[config.mk]
export PLATFORM = sky130hd
export DESIGN_NAME = binary_thinning_subpass
export DESIGN_NICKNAME = d
export VERILOG_FILES = /design/src/sv/bts_pkg.sv /design/src/sv/bts_ram.sv /design/src/sv/bts_col_cell.sv /design/src/sv/binary_thinning_subpass.sv
export SDC_FILE = /design/constraint.sdc
export NUM_CORES = 2
export LEC_CHECK = 0
export BUFFER_PORTS_ARGS = -buffer_cell sky130_fd_sc_hd__buf_2
export CAP_MARGIN = 0
export CORE_MARGIN = 4
export CORE_UTILIZATION = 46
export DETAILED_ROUTE_END_ITERATION = 16
export PLACE_DENSITY_LB_ADDON = 0.05
export SYNTH_ARGS = -nofsm -noshare
export SYNTH_HDL_FRONTEND = slang
export SYNTH_HIERARCHICAL = 1
export SYNTH_SLANG_ARGS = --single-unit
export TNS_END_PERCENT = 100
[constraint.sdc]
create_clock -name clk -period 24.2 [get_ports clk]
set_input_delay 3.63 -clock clk [delete_from_list [all_inputs] [get_ports clk]]
set_output_delay 3.63 -clock clk [all_outputs]
set_load 0.01 [all_outputs]
[src/sv/bts_pkg.sv]
package bts_pkg;

	localparam int IMG_W_BITS    = 11;
	localparam int IMG_H_BITS    = 12;
	localparam int CFG_DATA_BITS = 12;
	localparam int CFG_IDX_BITS  = 2;
	localparam int COL_BITS      = 3;
	localparam int MIN_DIM       = 3;

	localparam logic [CFG_IDX_BITS-1:0] REG_IMAGE_WIDTH  = 2'd0;
	localparam logic [CFG_IDX_BITS-1:0] REG_IMAGE_HEIGHT = 2'd1;
	localparam logic [CFG_IDX_BITS-1:0] REG_PASS_PARITY  = 2'd2;

	localparam logic PARITY_FIRST = 1'b0;

	localparam logic [3:0] B_MIN = 4'd2;
	localparam logic [3:0] B_MAX = 4'd6;

	// One window column: bit 0 top, bit 1 middle, bit 2 bottom.
	typedef logic [COL_BITS-1:0] col_t;

	// Ring holds the neighbors p2..p9 in bits 0..7, clockwise from north.
	function automatic logic thin_remove(input logic [7:0] ring, input logic parity);
		logic [2:0] trans;
		logic [3:0] cnt;
		logic       m1;
		logic       m2;
		trans = '0;
		cnt   = '0;
		for (int i = 0; i < 8; i++) begin
			if (!ring[i] && ring[(i + 1) % 8]) begin
				trans = trans + 3'd1;
			end
			cnt = cnt + 4'(ring[i]);
		end
		if (parity == PARITY_FIRST) begin
			m1 = ring[0] & ring[2] & ring[4];
			m2 = ring[2] & ring[4] & ring[6];
		end else begin
			m1 = ring[0] & ring[2] & ring[6];
			m2 = ring[0] & ring[4] & ring[6];
		end
		return (trans == 3'd1) && (cnt >= B_MIN) && (cnt <= B_MAX) && !m1 && !m2;
	endfunction

endpackage

[src/sv/bts_ram.sv]
module bts_ram #(
	parameter int WIDTH = 2,
	parameter int DEPTH = 1024
) (
	input  logic                     clk,
	input  logic                     we,
	input  logic [$clog2(DEPTH)-1:0] waddr,
	input  logic [WIDTH-1:0]         wdata,
	input  logic                     re,
	input  logic [$clog2(DEPTH)-1:0] raddr,
	output logic [WIDTH-1:0]         rdata
);

	logic [WIDTH-1:0] mem [DEPTH];
	logic [WIDTH-1:0] rdata_q;

	always_ff @(posedge clk) begin
		if (we) begin
			mem[waddr] <= wdata;
		end
		if (re) begin
			rdata_q <= mem[raddr];
		end
	end

	assign rdata = rdata_q;

endmodule

[src/sv/bts_col_cell.sv]
module bts_col_cell (
	input  logic          clk,
	input  logic          arst_n,
	input  logic          shift_en,
	input  bts_pkg::col_t col_in,
	output bts_pkg::col_t col
);

	bts_pkg::col_t col_q;

	always_ff @(posedge clk or negedge arst_n) begin
		if (!arst_n) begin
			col_q <= '0;
		end else if (shift_en) begin
			col_q <= col_in;
		end
	end

	assign col = col_q;

endmodule

[src/sv/binary_thinning_subpass.sv]
// Channel  | Handshake            | Word
// ---------+----------------------+----------------------------------------
// config   | cfg_we               | cfg_index, cfg_data
// input    | in_valid / in_ready  | pixel_in, is_pad
// output   | out_valid / out_ready| pixel_out, was_removed, frame_last
//
// One word is taken per clock unless the window stage stalls.
// The first image_width+1 words of a frame fill the two line delays and give
// no result; the line delays sit in one two-bit RAM read ahead of use.
// Reset clears the counters, the window cells and the output register.
// The window stage stalls only when it holds a result and the output
// register is full and not being taken.
module binary_thinning_subpass #(
	parameter int MAX_WIDTH = 1024
) (
	input  logic                              clk,
	input  logic                              arst_n,
	input  logic                              cfg_we,
	input  logic [bts_pkg::CFG_IDX_BITS-1:0]  cfg_index,
	input  logic [bts_pkg::CFG_DATA_BITS-1:0] cfg_data,
	input  logic                              in_valid,
	output logic                              in_ready,
	input  logic                              pixel_in,
	input  logic                              is_pad,
	output logic                              out_valid,
	input  logic                              out_ready,
	output logic                              pixel_out,
	output logic                              was_removed,
	output logic                              frame_last
);

	localparam int AW = $clog2(MAX_WIDTH);
	localparam int WW = $clog2(MAX_WIDTH + 2);
	localparam int CW = (WW > bts_pkg::IMG_W_BITS) ? WW : bts_pkg::IMG_W_BITS;
	localparam int HW = bts_pkg::IMG_H_BITS;
	localparam logic [CW-1:0] MAX_W_C  = CW'(MAX_WIDTH);
	localparam logic [CW-1:0] MIN_W_C  = CW'(bts_pkg::MIN_DIM);
	localparam logic [HW-1:0] MIN_H_C  = HW'(bts_pkg::MIN_DIM);
	localparam logic [AW-1:0] COL_MASK = AW'(MAX_WIDTH - 1);

	logic [bts_pkg::IMG_W_BITS-1:0] image_width_q;
	logic [HW-1:0]                  image_height_q;
	logic                           pass_parity_q;

	logic [WW-1:0] fill_q;
	logic [AW-1:0] ocol_q;
	logic [HW-1:0] orow_q;

	logic [CW-1:0] w_raw;
	logic [CW-1:0] w_clamp;
	logic [WW-1:0] w_eff;
	logic [HW-1:0] h_eff;
	logic [WW-1:0] ocol_inc;
	logic [HW:0]   orow_inc;
	logic [WW-1:0] col_full;
	logic [AW-1:0] col_now;
	logic          emit_now;
	logic          col_wrap;
	logic          row_wrap;
	logic          interior_now;
	logic          accept;

	logic          valid_s1;
	logic          x_s1;
	logic [AW-1:0] col_s1;
	logic          emit_s1;
	logic          interior_s1;
	logic          last_s1;
	logic          fwd_s1;
	logic [1:0]    byp_s1;
	logic          fire_s1;

	logic [1:0]    ram_rdata;
	logic [1:0]    line;
	logic [1:0]    wr_data;
	bts_pkg::col_t new_col;
	bts_pkg::col_t win [4];
	logic [7:0]    ring;
	logic          center;
	logic          removed;

	logic out_valid_q;
	logic pixel_out_q;
	logic was_removed_q;
	logic frame_last_q;

	always_ff @(posedge clk or negedge arst_n) begin
		if (!arst_n) begin
			image_width_q  <= bts_pkg::IMG_W_BITS'(640);
			image_height_q <= HW'(480);
			pass_parity_q  <= 1'b0;
		end else if (cfg_we) begin
			unique case (cfg_index)
				bts_pkg::REG_IMAGE_WIDTH: begin
					image_width_q <= cfg_data[bts_pkg::IMG_W_BITS-1:0];
				end
				bts_pkg::REG_IMAGE_HEIGHT: begin
					image_height_q <= cfg_data[HW-1:0];
				end
				bts_pkg::REG_PASS_PARITY: begin
					pass_parity_q <= cfg_data[0];
				end
				default: begin
				end
			endcase
		end
	end

	assign w_raw = CW'(image_width_q);

	always_comb begin
		priority if (w_raw < MIN_W_C) begin
			w_clamp = MIN_W_C;
		end else if (w_raw > MAX_W_C) begin
			w_clamp = MAX_W_C;
		end else begin
			w_clamp = w_raw;
		end
	end

	assign w_eff    = w_clamp[WW-1:0];
	assign h_eff    = (image_height_q < MIN_H_C) ? MIN_H_C : image_height_q;
	assign ocol_inc = WW'(ocol_q) + WW'(1);
	assign orow_inc = {1'b0, orow_q} + {{HW{1'b0}}, 1'b1};
	assign emit_now = fill_q > w_eff;
	assign col_wrap = ocol_inc >= w_eff;
	assign row_wrap = orow_inc >= {1'b0, h_eff};
	assign interior_now = (orow_q != '0) && (orow_inc < {1'b0, h_eff}) &&
		(ocol_q != '0) && !col_wrap;

	always_comb begin
		if (!emit_now) begin
			col_full = (fill_q >= w_eff) ? '0 : fill_q;
		end else begin
			col_full = col_wrap ? '0 : ocol_inc;
		end
	end

	assign col_now  = col_full[AW-1:0] & COL_MASK;
	assign accept   = in_valid && in_ready;
	assign fire_s1  = valid_s1 && (!emit_s1 || !out_valid_q || out_ready);
	assign in_ready = !valid_s1 || fire_s1;

	always_ff @(posedge clk or negedge arst_n) begin
		if (!arst_n) begin
			fill_q <= '0;
			ocol_q <= '0;
			orow_q <= '0;
		end else if (accept) begin
			if (!emit_now) begin
				fill_q <= fill_q + WW'(1);
			end else if (col_wrap) begin
				ocol_q <= '0;
				if (row_wrap) begin
					orow_q <= '0;
					fill_q <= '0;
				end else begin
					orow_q <= orow_inc[HW-1:0];
				end
			end else begin
				ocol_q <= ocol_inc[AW-1:0];
			end
		end
	end

	always_ff @(posedge clk or negedge arst_n) begin
		if (!arst_n) begin
			valid_s1    <= 1'b0;
			emit_s1     <= 1'b0;
			interior_s1 <= 1'b0;
			last_s1     <= 1'b0;
			fwd_s1      <= 1'b0;
		end else if (accept) begin
			valid_s1    <= 1'b1;
			emit_s1     <= emit_now;
			interior_s1 <= interior_now;
			last_s1     <= emit_now && col_wrap && row_wrap;
			fwd_s1      <= fire_s1 && (col_now == col_s1);
		end else if (fire_s1) begin
			valid_s1 <= 1'b0;
		end
	end

	always_ff @(posedge clk) begin
		if (accept) begin
			x_s1   <= pixel_in && !is_pad;
			col_s1 <= col_now;
			byp_s1 <= wr_data;
		end
	end

	bts_ram #(
		.WIDTH(2),
		.DEPTH(MAX_WIDTH)
	) u_line_ram (
		.clk  (clk),
		.we   (fire_s1),
		.waddr(col_s1),
		.wdata(wr_data),
		.re   (accept),
		.raddr(col_now),
		.rdata(ram_rdata)
	);

	// Bit 0 of a line entry is the previous row, bit 1 the row before it.
	assign line    = fwd_s1 ? byp_s1 : ram_rdata;
	assign wr_data = {line[0], x_s1};
	assign new_col = {x_s1, line[0], line[1]};
	assign win[3]  = new_col;

	for (genvar i = 0; i < 3; i++) begin : g_cell
		bts_col_cell u_cell (
			.clk     (clk),
			.arst_n  (arst_n),
			.shift_en(fire_s1),
			.col_in  (win[i+1]),
			.col     (win[i])
		);
	end

	// The window after this shift is win[1], win[2], new_col from west to east.
	assign ring = {win[1][0], win[1][1], win[1][2], win[2][2],
		new_col[2], new_col[1], new_col[0], win[2][0]};
	assign center  = win[2][1];
	assign removed = center && interior_s1 && bts_pkg::thin_remove(ring, pass_parity_q);

	always_ff @(posedge clk or negedge arst_n) begin
		if (!arst_n) begin
			out_valid_q <= 1'b0;
		end else if (fire_s1 && emit_s1) begin
			out_valid_q <= 1'b1;
		end else if (out_ready) begin
			out_valid_q <= 1'b0;
		end
	end

	always_ff @(posedge clk) begin
		if (fire_s1 && emit_s1) begin
			pixel_out_q   <= center && !removed;
			was_removed_q <= removed;
			frame_last_q  <= last_s1;
		end
	end

	assign out_valid   = out_valid_q;
	assign pixel_out   = pixel_out_q;
	assign was_removed = was_removed_q;
	assign frame_last  = frame_last_q;

endmodule

Word-level counts from Yosys, hierarchy flattened
Memories as Yosys holds them, arrays and structs flattened. A register that Yosys moved wholly into a read port is not among the register bits.
Index checks and enable logic that the tools add are counted.
{"block": "word_totals", "word_cells": 144, "in_bits": 21, "register_bits": 85, "output_inout_bits": 5, "ramBits": 2048, "memories": 1}
{"memory": "u_line_ram.mem", "depth": 1024, "width": 2, "read_ports": 1, "rd_clocked_by_memory_dff": 1, "write_ports": 1, "line_no": "bts_ram.sv:14", "source": "logic [WIDTH-1:0] mem [DEPTH];"}
{"block": "classes", "n_reduce_logical": 55, "eq_ne": 6, "bitwise": 7, "addsub": 17, "n_lt_le_gt_ge": 10, "mux": 28}
{"cell": "11-bit two-way mux", "n": 5}
{"cell": "10-bit two-way mux", "n": 4}
{"cell": "1-bit logical AND", "n": 25}
{"cell": "12-bit two-way mux", "n": 2}
{"cell": "11-bit >= comparator", "n": 2}
{"cell": "3-bit by 1-bit adder with 3-bit output (second input constant)", "n": 7}
{"cell": "3-bit two-way mux", "n": 7}
{"cell": "4-bit by 1-bit adder with 4-bit output", "n": 4}
{"cell": "1-bit zero test", "n": 16}
{"cell": "12-bit by 1-bit adder with 13-bit output (second input constant)", "n": 1}
{"cell": "13-bit by 12-bit >= comparator with 1-bit output", "n": 1}
{"cell": "13-bit by 12-bit less-than comparator with 1-bit output", "n": 1}
{"cell": "12-bit by 2-bit less-than comparator with 1-bit output (second input constant)", "n": 1}
{"cell": "12-bit nonzero test", "n": 1}
{"cell": "10-bit by 1-bit adder with 11-bit output (second input constant)", "n": 1}
{"cell": "11-bit by 1-bit adder with 11-bit output (second input constant)", "n": 1}
{"cell": "11-bit > comparator", "n": 1}
{"cell": "11-bit > comparator (second input constant)", "n": 1}
{"cell": "11-bit by 2-bit less-than comparator with 1-bit output (second input constant)", "n": 1}
{"cell": "10-bit == test", "n": 1}
{"cell": "10-bit nonzero test", "n": 1}
{"cell": "1-bit two-way mux", "n": 9}
{"cell": "2-bit AND reduction", "n": 4}
{"cell": "1-bit AND", "n": 7}
{"cell": "other kinds (14)", "n": 19}

Longest topological paths before layout
{"block": "logic_depth", "ltp_word": 25, "depth_mapped": 27, "ltp_nobuf": 23}

By module
The synthesis kept the hierarchy.
{"module": "bts_ram", "cells_each": 4793, "n_inst": 1, "area_per_inst_um2": 83777.8, "seq_area_each_um2": 61559.0}
{"module": "binary_thinning_subpass", "cells_each": 580, "n_inst": 1, "area_per_inst_um2": 5537.8, "seq_area_each_um2": 2064.5}
{"module": "bts_col_cell", "cells_each": 6, "n_inst": 2, "area_per_inst_um2": 108.9, "seq_area_each_um2": 75.1}

Worst setup path after synthesis
No wires, ideal clock.
{"block": "synth_timing", "path_kind": "register -> register", "start": "register x_s1", "end": "register pixel_out_q, in the netlist pixel_out (data pin)", "required_time_ns": 23.939, "stages_incl_launch_ff": 19, "n_path_buf": 0, "period_less_slack_ns": 17.176, "t_arrival_ns": 16.915, "setup_slack_ns": 7.024, "cell_sequence": "edfxtp_1 ha_1 inv_1 a2111oi_2 ha_1 mux2i_1 inv_1 ha_1 nor2_1 nor2_1 ha_1 mux2_2 ha_1 o211ai_1 a32oi_1 ha_1 or3_1 a221oi_2 nor2b_1"}
{"block": "synth_between", "elab_chain_len": 20, "word_cells_on_any_way": 29, "cone_classes": "add/sub: 10; order compare: 2; eq/ne: 1; mux: 6; reduce/logical: 10"}
{"item": "start, declared", "line_no": "binary_thinning_subpass.sv:64", "source": "logic x_s1;"}
{"item": "start signal, assigned", "line_no": "binary_thinning_subpass.sv:186", "source": "x_s1 <= pixel_in && !is_pad;"}
{"item": "1-bit logical AND", "line_no": "bts_pkg.sv:31", "source": "if (!ring[i] && ring[(i + 1) % 8]) begin"}
{"item": "3-bit two-way mux", "line_no": "bts_pkg.sv:31"}
{"item": "3-bit by 1-bit adder with 3-bit output", "line_no": "bts_pkg.sv:32", "source": "trans = trans + 3'd1;"}
{"item": "3-bit two-way mux", "line_no": "bts_pkg.sv:31"}
{"item": "3-bit by 1-bit adder with 3-bit output", "line_no": "bts_pkg.sv:32"}
{"item": "3-bit two-way mux", "line_no": "bts_pkg.sv:31"}
{"item": "3-bit by 1-bit adder with 3-bit output", "line_no": "bts_pkg.sv:32"}
{"item": "3-bit two-way mux", "line_no": "bts_pkg.sv:31"}
{"item": "[... 3 more ...]"}
{"item": "3-bit two-way mux", "line_no": "bts_pkg.sv:31"}
{"item": "3-bit by 1-bit == test with 1-bit output", "line_no": "bts_pkg.sv:43", "source": "return (trans == 3'd1) && (cnt >= B_MIN) && (cnt <= B_MAX) && !m1 && !m2;"}
{"item": "1-bit logical AND", "line_no": "bts_pkg.sv:43"}
{"item": "1-bit logical AND (*) (3 in a row)", "line_no": "bts_pkg.sv:43"}
{"item": "1-bit logical AND (*)", "line_no": "binary_thinning_subpass.sv:225", "source": "assign removed = center && interior_s1 && bts_pkg::thin_remove(ring, pass_parity_q);"}
{"item": "net removed", "line_no": "binary_thinning_subpass.sv:80", "source": "logic removed;"}
{"item": "1-bit zero test (*)", "line_no": "binary_thinning_subpass.sv:239", "source": "pixel_out_q <= center && !removed;"}
{"item": "1-bit logical AND (*)", "line_no": "binary_thinning_subpass.sv:239"}
{"item": "end signal, assigned", "line_no": "binary_thinning_subpass.sv:239"}
{"item": "end, declared", "line_no": "binary_thinning_subpass.sv:83", "source": "logic pixel_out_q;"}
The timed path passes the listed nets; every way through them passes the cells marked *.
A chain may end at the register's enable or synchronous reset.

Worst setup path in the final report
{"block": "layout_timing", "start": "register ocol_q[0]", "end": "register u_line_ram.rdata_q[1], in the netlist u_line_ram/rdata[1], read port of u_line_ram.mem (data pin)"}
{"block": "layout_between", "elab_chain_len": 4}
{"item": "start, declared", "line_no": "binary_thinning_subpass.sv:46", "source": "logic [AW-1:0] ocol_q;"}
{"item": "start signal, assigned", "line_no": "binary_thinning_subpass.sv:161", "source": "ocol_q <= ocol_inc[AW-1:0];"}
{"item": "10-bit by 1-bit adder with 11-bit output (*)", "line_no": "binary_thinning_subpass.sv:123", "source": "assign ocol_inc = WW'(ocol_q) + WW'(1);"}
{"item": "11-bit >= comparator", "line_no": "binary_thinning_subpass.sv:126", "source": "assign col_wrap = ocol_inc >= w_eff;"}
{"item": "10-bit two-way mux (*)", "line_no": "binary_thinning_subpass.sv:135", "source": "col_full = col_wrap ? '0 : ocol_inc;"}
{"item": "10-bit two-way mux (*)", "line_no": "binary_thinning_subpass.sv:132", "source": "if (!emit_now) begin"}
{"item": "net col_full[0]", "line_no": "binary_thinning_subpass.sv:55", "source": "logic [WW-1:0] col_full;"}
{"item": "end, declared", "line_no": "bts_ram.sv:15", "source": "logic [WIDTH-1:0] rdata_q;"}
Marked as above.

==> impl_metrics.toml <==
[critical_path]
cp-end-kind = "register"
reg2reg_depth = 25
crit_start = "ocol_q[0]"
cp_max_fo = 52
reg2reg_to = "u_line_ram/rdata[1]"
critical_path_class = "reg -> reg"
worstPathArrival_ns = 10.71
ff2ff_setup_slack_ns = 14.07
cp.required_ns = 24.78
timing.rr.start = "ocol_q[0]"
startpoint_type = "register"

[pwr]
power.share.clock_pct = 26.7
comb_power_share_pct = 36.9
vdd_drop_max_v = 0.0000854
net-switching-power_mw = 4.36
p_int_mw = 7.93
seq_power_share_pct = 36.4
power_density_nw_per_um2 = 124
p_sw_share_pct = 35.5
p_leak_nw = 30.8

[sta]
tightest_slew_ns = 1.37
maxSlewViolCount = 0
fin_crit_sh_pct = 41.8
holdWs_ns = 0.465
finalSetupViolations = 0
rsz0062_at_grt = "false"
finalHoldViolCount = 0
maxSlewHeadroom_pct = 7.84
tns_ns = 0
max_freq_ghz = 0.0988
fin_crit_ns = 10.13
fin_skew_ns = 0.0232

[clock_tree]
cts-root-buf = "clkbuf_16"
cts_buffer_depth = 3
path_clk_slew_ns = 0.06
cts_num_sinks = 2135
cts_tree = "done"
clk_latency_ns = 0.86
numCtsBuffers = 221
postCtsSetupBuffers = 0
cts_max_level = 4
hold_buffers = 0
post_cts_resize_count = 0

[global_route]
grt_pass1_vias = 50500
grt_pass1_wl_mm = 377
grt_max_degree = 219
antenna_found_initial = 11
overflow = 0
grt_util_all_layers_pct = 26.0

[floorplanning]
io_pins = 26
die_w_um = 449
rows = 161
die_area_um2 = 202000
die_y_um = 449
core_um2 = 193000
start_util_pct = 46.4

[synthesis]
ys_ff_latch = 2135
netlist_area_um2 = 89500
synth_ff_type = "edfxtp_1"
yosysTopAreaCell = "edfxtp_1"
ys_seq_area_share_pct = 71.2
ys.warnings.count = 6
synth_area_leaders = "edfxtp_1 (69%), mux4_2 (11%), nor2_1 (4.5%)"
synth_top_cell_area_share_pct = 69.3
synth_cell_types = 96
synthArstFlopShare_pct = 3.23
synth_nets = 5458
synth_edf_count = 2066
syn_inst = 5385
avgSynthCellArea_um2 = 16.6

[hold_path]
hold_depth = 0
hold_class = "reg -> reg"
holdPathEnd = "frame_last"
min_from = "last_s1"

[route]
drc_errors = 0
drt-initial-drc-count = 5947
antenna_left = 0
via_count = 49900
drt-total-wl_mm = 265
dr.pass1.iters = 6
wl_per_cell_um = 32.7
vias_per_cell = 6.17

[layout]
drive_above_1_share_pct = 19.3
final_cell_area_um2 = 99300
area_delta_synth_final_pct = 10.9
final_cell_mix = "edfxtp_1 (2066), nor2_1 (1074), mux4_2 (449), clkbuf_16 (224), mux2i_1 (207)"
layout_commonest_cell = "edfxtp_1"
instances_no_fill = 8090
nNetsFinal = 5447

[placed_design]
io_buffers = 25
place_congestion = 0.822
dpl_cell_area_um2 = 92400
hpwl_mm = 148
place_inst = 7677

[status]
status = "completed"

[job]
cap_violations = 0
layer usage:
| layer | global-route usage, % | vias up | share of wire [%] |
|---|---|---|---|
| met1 | 36.5 | 26600 | 42 |
| met2 | 42.7 | 1891 | 49 |
| met4 | 6.19 | 0 | 2.3 |
| li1 | - | 21100 | - |
| met5 | 0 | - | 0 |
| met3 | 4.45 | 355 | 7.0 |
kinds of logic (layout without fill, tap and decap cells):
logic type,count (synthesis),after routing,share of synthesized area (%)
AND/OR/NAND/NOR,1501,1501,7.02
multiplexers,699,699,14.2
buffers and inverters,472,648,2.64
flip-flops,2135,2135,71.2
AO/OA/AOI/OAI,497,497,3.91
adder cells (fa/ha/maj),52,52,0.760
other,0,3,0
XOR/XNOR,29,29,0.284
per-stage QoR:
| stage | utilization, % | setup slack [ns] | total power [mW] |
|---|---|---|---|
| 5_1_grt | 51.5 | 13.17 | 12.8 |
| 2_1_floorplan | - | 7.02 | 7.95 |
| 3_3_place_gp | 47.9 | 13.99 | 9.11 |
| 4_1_cts | 51.5 | 13.88 | 12.4 |
| 6_report | 51.5 | 14.07 | 12.3 |
| 3_5_place_dp | 47.9 | 13.90 | 9.12 |
flip-flops by register name (all words and copies together), names as in the netlist:
signal and flops:
fwd_s1 1, pixel_out 1, col_s1 10, was_removed 1, ocol_q 10, emit_s1 1
image_height_q 12, frame_last 1, valid_s1 1, u_line_ram/mem 2048, g_cell.u_cell/col 6, u_line_ram/rdata 2
out_valid 1, byp_s1 2, image_width_q 11, x_s1 1, pass_parity_q 1, interior_s1 1
fill_q 11, last_s1 1, orow_q 12
final cells by class:
cell class,count,area [µm²]
tap,2526,3160
fill,15900,93700
antenna,3,7.51
clock buffer,269,5770
inverter,61,250
multi-input combinational,2778,23900
clock inverter,141,1110
timing repair buffer,177,1350
sequential,2135,63800
power by group through the flow:
| stage | Clock [mW] | Sequential, mW | Combinational (mW) |
|---|---|---|---|
| after floorplan | 0 | 4.84 | 3.11 |
| after global placement | 0 | 4.55 | 4.56 |
| after detailed placement | 0 | 4.55 | 4.57 |
| after CTS | 3.34 | 4.47 | 4.58 |
| after global routing | 3.50 | 4.48 | 4.81 |
| final | 3.28 | 4.47 | 4.54 |
worst max-delay path by stage:
stage | endpoint | slack (ns)
after floorplan | pixel_out | 7.02
after global placement | u_line_ram/rdata[1] | 13.99
after detailed placement | u_line_ram/rdata[1] | 13.90
after CTS | u_line_ram/rdata[1] | 13.88
after global routing | u_line_ram/rdata[1] | 13.17
final | u_line_ram/rdata[1] | 14.07
synthesized netlist by cell type, types with 50 or more instances:
| cell type | instances |
|---|---|
| edfxtp_1 | 2066 |
| nor2_1 | 1078 |
| mux4_2 | 449 |
| clkbuf_1 | 247 |
| mux2i_1 | 207 |
| nand2_1 | 152 |
| a21oi_1 | 92 |
| o221ai_1 | 84 |
| o21ai_0 | 78 |
| dfrtp_1 | 63 |
| nand3_1 | 60 |
| inv_1 | 57 |
| buf_1 | 55 |
| nor3_1 | 53 |
| o22ai_1 | 50 |
critical path, stage by stage, from the launching register on:
cell and delay [ns]:
dfrtp_1 0.58, ha_1 0.33, and3_1 0.24, nand3_1 0.15, xnor2_1 0.45, ha_1 0.35, nand4_1 0.11, nor2_1 0.04
a21oi_1 0.30, and2_1 0.31, nand2_1 0.24, o21ai_4 0.19, buf_4 0.71, buf_4 0.82, buf_4 0.77, buf_4 0.69
buf_4 0.63, buf_4 0.74, mux4_2 0.59, a22o_1 0.25, o21ai_0 0.27, nand4_1 0.31, nand4_1 0.20, o31ai_1 0.09
o31ai_1 0.21, nand4_1 0.11
Power figures use the tool's default switching activity.
